## config.mk

```make
export PLATFORM = sky130hd
export DESIGN_NAME = rvex_front
export DESIGN_NICKNAME = d
export VERILOG_FILES = /design/src/rvex_pkg.sv /design/src/rvex_front.sv
export SDC_FILE = /design/constraint.sdc
export NUM_CORES = 1
export LEC_CHECK = 0
export ABC_CLOCK_PERIOD_IN_PS = 15700
export BUFFER_PORTS_ARGS = -buffer_cell sky130_fd_sc_hd__buf_2
export CAP_MARGIN = 20
export CORE_UTILIZATION = 50
export DETAILED_ROUTE_END_ITERATION = 7
export PLACE_DENSITY_LB_ADDON = 0.12
export SYNTH_ARGS = -nofsm -noshare
export SYNTH_HDL_FRONTEND = slang
export SYNTH_SLANG_ARGS = --single-unit
export TNS_END_PERCENT = 100
```

## constraint.sdc

```tcl
create_clock -name i_clk -period 15.7 [get_ports i_clk]
set_clock_uncertainty 0.15 [all_clocks]
set_input_delay 1.57 -clock i_clk [delete_from_list [all_inputs] [get_ports i_clk]]
set_output_delay 1.57 -clock i_clk [all_outputs]
set_load 0.05 [all_outputs]
```

## src/rvex_pkg.sv

```systemverilog
// Shared types, constants and operation codes for the RV64I execute unit.
package rvex_pkg;

    localparam int XLEN     = 64;
    localparam int NUM_REGS = 32;
    localparam int REG_IW   = $clog2(NUM_REGS);
    localparam int SH_W     = (XLEN > 32) ? 6 : 5;
    localparam int QDEPTH   = 2;

    // Operation codes.
    localparam logic [4:0] F_ADD   = 5'd0;
    localparam logic [4:0] F_SLT   = 5'd1;
    localparam logic [4:0] F_SLTU  = 5'd2;
    localparam logic [4:0] F_AND   = 5'd3;
    localparam logic [4:0] F_OR    = 5'd4;
    localparam logic [4:0] F_XOR   = 5'd5;
    localparam logic [4:0] F_SLL   = 5'd6;
    localparam logic [4:0] F_SRL   = 5'd7;
    localparam logic [4:0] F_SUB   = 5'd8;
    localparam logic [4:0] F_SRA   = 5'd9;
    localparam logic [4:0] F_ADDI  = 5'd10;
    localparam logic [4:0] F_SLTI  = 5'd11;
    localparam logic [4:0] F_SLTIU = 5'd12;
    localparam logic [4:0] F_ANDI  = 5'd13;
    localparam logic [4:0] F_ORI   = 5'd14;
    localparam logic [4:0] F_XORI  = 5'd15;
    localparam logic [4:0] F_SLLI  = 5'd16;
    localparam logic [4:0] F_SRLI  = 5'd17;
    localparam logic [4:0] F_SRAI  = 5'd18;
    localparam logic [4:0] F_BEQ   = 5'd19;
    localparam logic [4:0] F_BNE   = 5'd20;
    localparam logic [4:0] F_BLT   = 5'd21;
    localparam logic [4:0] F_BLTU  = 5'd22;
    localparam logic [4:0] F_BGE   = 5'd23;
    localparam logic [4:0] F_BGEU  = 5'd24;
    localparam logic [4:0] F_LUI   = 5'd25;
    localparam logic [4:0] F_AUIPC = 5'd26;
    localparam logic [4:0] F_JAL   = 5'd27;
    localparam logic [4:0] F_JALR  = 5'd28;

    // Instruction class decided by the front end.
    typedef enum logic [2:0] {
        C_NOP, C_ALU, C_BRANCH, C_LUI, C_AUIPC, C_JAL, C_JALR
    } t_class;

    // ALU operations.
    typedef enum logic [3:0] {
        A_ADD, A_SLT, A_SLTU, A_AND, A_OR, A_XOR, A_SLL, A_SRL, A_SUB, A_SRA
    } t_aluop;

    // Branch conditions.
    typedef enum logic [2:0] {
        B_EQ, B_NE, B_LT, B_LTU, B_GE, B_GEU
    } t_brop;

    // One classified instruction as it travels through the queue.
    typedef struct packed {
        t_class           cls;
        t_aluop           aluop;
        t_brop            brop;
        logic             use_imm;
        logic [4:0]       rs1;
        logic [4:0]       rs2;
        logic [4:0]       rd;
        logic [XLEN-1:0]  imm;
    } t_uop;

endpackage

```

## src/rvex_front.sv

```systemverilog
// Front end: accepts instruction beats, classifies them and queues them.
module rvex_front (
    input  logic                   i_clk,
    input  logic                   i_rst_n,
    input  logic                   i_valid,
    output logic                   o_stall,
    input  logic [4:0]             i_func,
    input  logic [4:0]             i_rs1_index,
    input  logic [4:0]             i_rs2_index,
    input  logic [4:0]             i_rd_index,
    input  logic [63:0]            i_immediate,
    output logic                   o_uop_valid,
    output rvex_pkg::t_uop         o_uop,
    input  logic                   i_uop_take
);
    import rvex_pkg::*;

    localparam int QW = $clog2(QDEPTH);

    t_uop            r_q [QDEPTH];
    logic [QW-1:0]   r_wp, r_rp;
    logic [QW:0]     r_cnt;
    t_uop            n_uop;
    logic            push;

    // Decode the operation code into a class and a sub-operation.
    always_comb begin
        n_uop         = '0;
        n_uop.cls     = C_NOP;
        n_uop.aluop   = A_ADD;
        n_uop.brop    = B_EQ;
        n_uop.rs1     = i_rs1_index;
        n_uop.rs2     = i_rs2_index;
        n_uop.rd      = i_rd_index;
        n_uop.imm     = i_immediate[XLEN-1:0];
        case (i_func)
            F_ADD:   begin n_uop.cls = C_ALU; n_uop.aluop = A_ADD;  end
            F_SLT:   begin n_uop.cls = C_ALU; n_uop.aluop = A_SLT;  end
            F_SLTU:  begin n_uop.cls = C_ALU; n_uop.aluop = A_SLTU; end
            F_AND:   begin n_uop.cls = C_ALU; n_uop.aluop = A_AND;  end
            F_OR:    begin n_uop.cls = C_ALU; n_uop.aluop = A_OR;   end
            F_XOR:   begin n_uop.cls = C_ALU; n_uop.aluop = A_XOR;  end
            F_SLL:   begin n_uop.cls = C_ALU; n_uop.aluop = A_SLL;  end
            F_SRL:   begin n_uop.cls = C_ALU; n_uop.aluop = A_SRL;  end
            F_SUB:   begin n_uop.cls = C_ALU; n_uop.aluop = A_SUB;  end
            F_SRA:   begin n_uop.cls = C_ALU; n_uop.aluop = A_SRA;  end
            F_ADDI:  begin n_uop.cls = C_ALU; n_uop.aluop = A_ADD;  n_uop.use_imm = 1'b1; end
            F_SLTI:  begin n_uop.cls = C_ALU; n_uop.aluop = A_SLT;  n_uop.use_imm = 1'b1; end
            F_SLTIU: begin n_uop.cls = C_ALU; n_uop.aluop = A_SLTU; n_uop.use_imm = 1'b1; end
            F_ANDI:  begin n_uop.cls = C_ALU; n_uop.aluop = A_AND;  n_uop.use_imm = 1'b1; end
            F_ORI:   begin n_uop.cls = C_ALU; n_uop.aluop = A_OR;   n_uop.use_imm = 1'b1; end
            F_XORI:  begin n_uop.cls = C_ALU; n_uop.aluop = A_XOR;  n_uop.use_imm = 1'b1; end
            F_SLLI:  begin n_uop.cls = C_ALU; n_uop.aluop = A_SLL;  n_uop.use_imm = 1'b1; end
            F_SRLI:  begin n_uop.cls = C_ALU; n_uop.aluop = A_SRL;  n_uop.use_imm = 1'b1; end
            F_SRAI:  begin n_uop.cls = C_ALU; n_uop.aluop = A_SRA;  n_uop.use_imm = 1'b1; end
            F_BEQ:   begin n_uop.cls = C_BRANCH; n_uop.brop = B_EQ;  end
            F_BNE:   begin n_uop.cls = C_BRANCH; n_uop.brop = B_NE;  end
            F_BLT:   begin n_uop.cls = C_BRANCH; n_uop.brop = B_LT;  end
            F_BLTU:  begin n_uop.cls = C_BRANCH; n_uop.brop = B_LTU; end
            F_BGE:   begin n_uop.cls = C_BRANCH; n_uop.brop = B_GE;  end
            F_BGEU:  begin n_uop.cls = C_BRANCH; n_uop.brop = B_GEU; end
            F_LUI:   n_uop.cls = C_LUI;
            F_AUIPC: n_uop.cls = C_AUIPC;
            F_JAL:   n_uop.cls = C_JAL;
            F_JALR:  n_uop.cls = C_JALR;
            default: n_uop.cls = C_NOP;
        endcase
    end

    assign o_stall     = (r_cnt == QDEPTH[QW:0]);
    assign push        = i_valid && !o_stall;
    assign o_uop_valid = (r_cnt != '0);
    assign o_uop       = r_q[r_rp];

    // Queue pointers and fill count.
    always_ff @(posedge i_clk) begin
        if (!i_rst_n) begin
            r_wp  <= '0;
            r_rp  <= '0;
            r_cnt <= '0;
        end else begin
            if (push) r_wp <= r_wp + 1'b1;
            if (i_uop_take) r_rp <= r_rp + 1'b1;
            r_cnt <= r_cnt + {{QW{1'b0}}, push} - {{QW{1'b0}}, i_uop_take};
        end
    end

    // Queue storage.
    always_ff @(posedge i_clk) begin
        if (push) r_q[r_wp] <= n_uop;
    end

endmodule

```

==> flow_summary_export.csv <==
group,metric,value,unit
global_route,grt_start_max_net_pins,54,
detailed_routing,vias_per_cell,5.02,
critical_path,critPathCaptureType,"output port",
clock_tree,clkLatencyLatePin,0.41,ns
logic_synthesis,yosysSeqAreaShare,73.7,%
detailed_routing,wl_met2,6490,um
clock_tree,postCtsSetupRepairBufs,0,
detailed_routing,wl_met1,5440,um
critical_path,rrSetupSlack,13.35,ns
logic_synthesis,synthAdderAreaFrac,0.335,%
detailed_routing,drc,0,
logic_synthesis,syn_inst,351,
logic_synthesis,yosys_warnings,0,
sta,setup_tns,0,ns
min_path,hold_path_end,"r_rp",
clock_tree,numCtsBuffers,17,
sta,hold_viol,0,
clock_tree,clockRootBuffer,"clkbuf_16",
logic_synthesis,ys_ff_latch,185,
layout,synthToLayoutAreaGrowth,21.1,%
sta,tightest_slew,0.927,ns
min_path,whs_path_depth,2,
logic_synthesis,avgSynthCellArea,21.3,um2
sta,final-setup-viol-count,0,
floorplanning,die_h,124,um
power_and_ir_drop,power_density,152,nW/um2
detailed_routing,wl_met3,798,um
clock_tree,clkTransAtPathRegs,0.06,ns
power_and_ir_drop,irDropWorstVdd,0.0000924,V
logic_synthesis,synth_top_family_by_area,"multiplexers",
layout,final_area,9050,um2
critical_path,arrival,2.79,ns
sta,slew_headroom,38.2,%
power_and_ir_drop,leakagePower,3.61,nW
floorplanning,core_area,14500,um2
global_route,antenna_found_initial,1,
power_and_ir_drop,report.power.total,1.37,mW
critical_path,r2r-start,"r_cnt[0]",
logic_synthesis,syn_nets,441,
sta,timing.hold.ws,0.369,ns
critical_path,cp.required,13.98,ns
detailed_routing,wl_per_cell,17.5,um
placement,dpl_cell_area,8420,um2
sta,drv_slew,0,
sta,finalCriticalPeriod,4.51,ns
global_route,grt_pass1_wl,19700,um
detailed_routing,drt_iter0_markers,242,
critical_path,r2r-end,"r_q[0][44]",
outcome,status,"finished, final reports clean",
logic_synthesis,synth_edf_count,180,
min_path,hp-start,"r_rp",
detailed_routing,drt_wl_total,12800,um
placement,dp_hpwl,8540,um
floorplanning,fp.dieW,124,um
logic_synthesis,synthArstFlopShare,0,%
clock_tree,cts_tree,"done",
detailed_routing,firstDrtPassIters,4,
logic_synthesis,yosysUniqueCellTypes,31,
detailed_routing,num_vias,3688,
placement,routabilityCongestion,0.736,
critical_path,r2r_cells,4,
global_route,grt_use_total,17.1,%
floorplanning,initial_core_util,51.4,%
clock_tree,cts_hold_buf,0,
layout,layout-drive-gt1-share,55.6,%
clock_tree,cts_num_sinks,185,
floorplanning,ios,180,
logic_synthesis,synth_top_cell_by_area,"edfxtp_1",
floorplanning,rows,44,
logic_synthesis,synth_area,7470,um2
logic_synthesis,yosysTopAreaCellShare,72.3,%
placement,portBuffers,179,
detailed_routing,antenna_left,0,
critical_path,cp_max_fo,48,
sta,fmax,222,MHz
global_route,grt_pass1_vias,3681,
flow_run,maxCapViolations,0,
layout,nNetsFinal,627,
critical_path,critPathLaunchType,"register",
logic_synthesis,ys.flop_type,"edfxtp_1",
min_path,hold_path_class,"register to register",
logic_synthesis,synth_mux_area_share,18.3,%
sta,period_share,28.7,%
global_route,overflow,0,
clock_tree,ctsLongestPathBuffers,2,
clock_tree,htree_levels,4,
critical_path,critical_path_class,"register to output port",
sta,rsz0062_at_grt,"false",
clock_tree,cts_resized,0,
logic_synthesis,synth-xor-area-share,0.352,%
logic_synthesis,synth_compound_area_share,1.32,%
logic_synthesis,synth-simple-area-share,2.54,%
detailed_routing,top_layer,"met5",
floorplanning,die_area,15400,um2
layout,antenna_cells,0,
logic_synthesis,synthTopCellsByArea,"edfxtp_1 (72%), mux2_4 (18%), buf_12 (2.4%)",
[worst max-delay path, cell delays in order, from the launching register on]
cell,delay [ns]
dfxtp_4,0.93
buf_4,0.76
mux2_4,0.36
buf_2,0.21
[flip-flops by register name, summed over array words and instances, names as in the netlist, named ones only]
register,cells
r_cnt,2
r_q,180
r_rp,1
r_wp,1
[per-layer routing]
layer | track usage, % | up-vias
met5 | 0 | -
met4 | 5.32 | 2
met3 | 6.40 | 11
met2 | 27.7 | 115
met1 | 21.5 | 1827
li1 | - | 1733
[cell families (layout without fill, tap and decap cells)]
family	count (synthesis)	count (layout)
xor gates and xnor gates	3	3
adders and majority gates	2	2
AOI/OAI and AO/OA	15	15
muxes	92	92
buffers and inverters	20	219
and+or+nand+nor	34	34
DFF	185	185
[how the worst max path moves through the flow]
| stage | startpoint | end | slack, ns |
|---|---|---|---|
| after floorplan | i_valid | r_q[0][0] | 9.60 |
| after global placement | register | o_uop[8] | 11.62 |
| after detailed placement | register | o_uop[8] | 11.60 |
| after CTS | register | o_uop[8] | 11.14 |
| after global routing | register | o_uop[8] | 11.04 |
| final | register | o_uop[8] | 11.19 |
[cell usage in the layout, fill, tap and decap left out, types with 2 or more instances in the layout]
cell type / instances
bufinv_16: 5
buf_4: 3
and3_1: 2
edfxtp_1: 180
mux2i_1: 2
nand2b_1: 6
dfxtp_1: 4
xor2_1: 2
a21oi_1: 5
o21ai_1: 3
clkinv_1: 4
mux2_4: 90
nor3_1: 2
buf_2: 179
nor2b_1: 4
clkinvlp_4: 2
clkbuf_16: 17
inv_1: 4
ha_1: 2
and2_1: 2
nor2_1: 8
nand2_1: 5
[final cells by class]
class | instances | area, um2
Clock buffer | 18 | 429
Sequential cell | 185 | 5510
Multi-Input combinational cell | 146 | 1720
Tap cell | 184 | 230
Clock inverter | 14 | 203
Timing Repair Buffer | 183 | 938
Inverter | 4 | 15.0
Fill cell | 1097 | 5490
[cells in the mapped netlist, drive strengths merged (2+ instances only)]
master  number
dfxtp        5
mux2i        2
ha           2
and3         3
nor3         2
nor2         9
buf         16
nor2b        4
and2         2
xor2         2
a21oi        5
o21ai        3
nand2b       6
mux2        90
edfxtp     180
inv          4
nand2        5
[where the power goes]
part	internal [mW]	switching (mW)
logic	0.0956	0.204
clock network	0.281	0.168
registers	0.603	0.0199
[per-stage QoR]
stage	worst slack (ns)	instances	utilization (%)
floorplan	9.60	351	-
CTS	11.14	734	62.3
global placement	11.62	701	57.8
global route	11.04	734	62.3
finish	11.19	734	62.3
detailed placement	11.60	702	57.9
(Power assumes the default switching activity.)
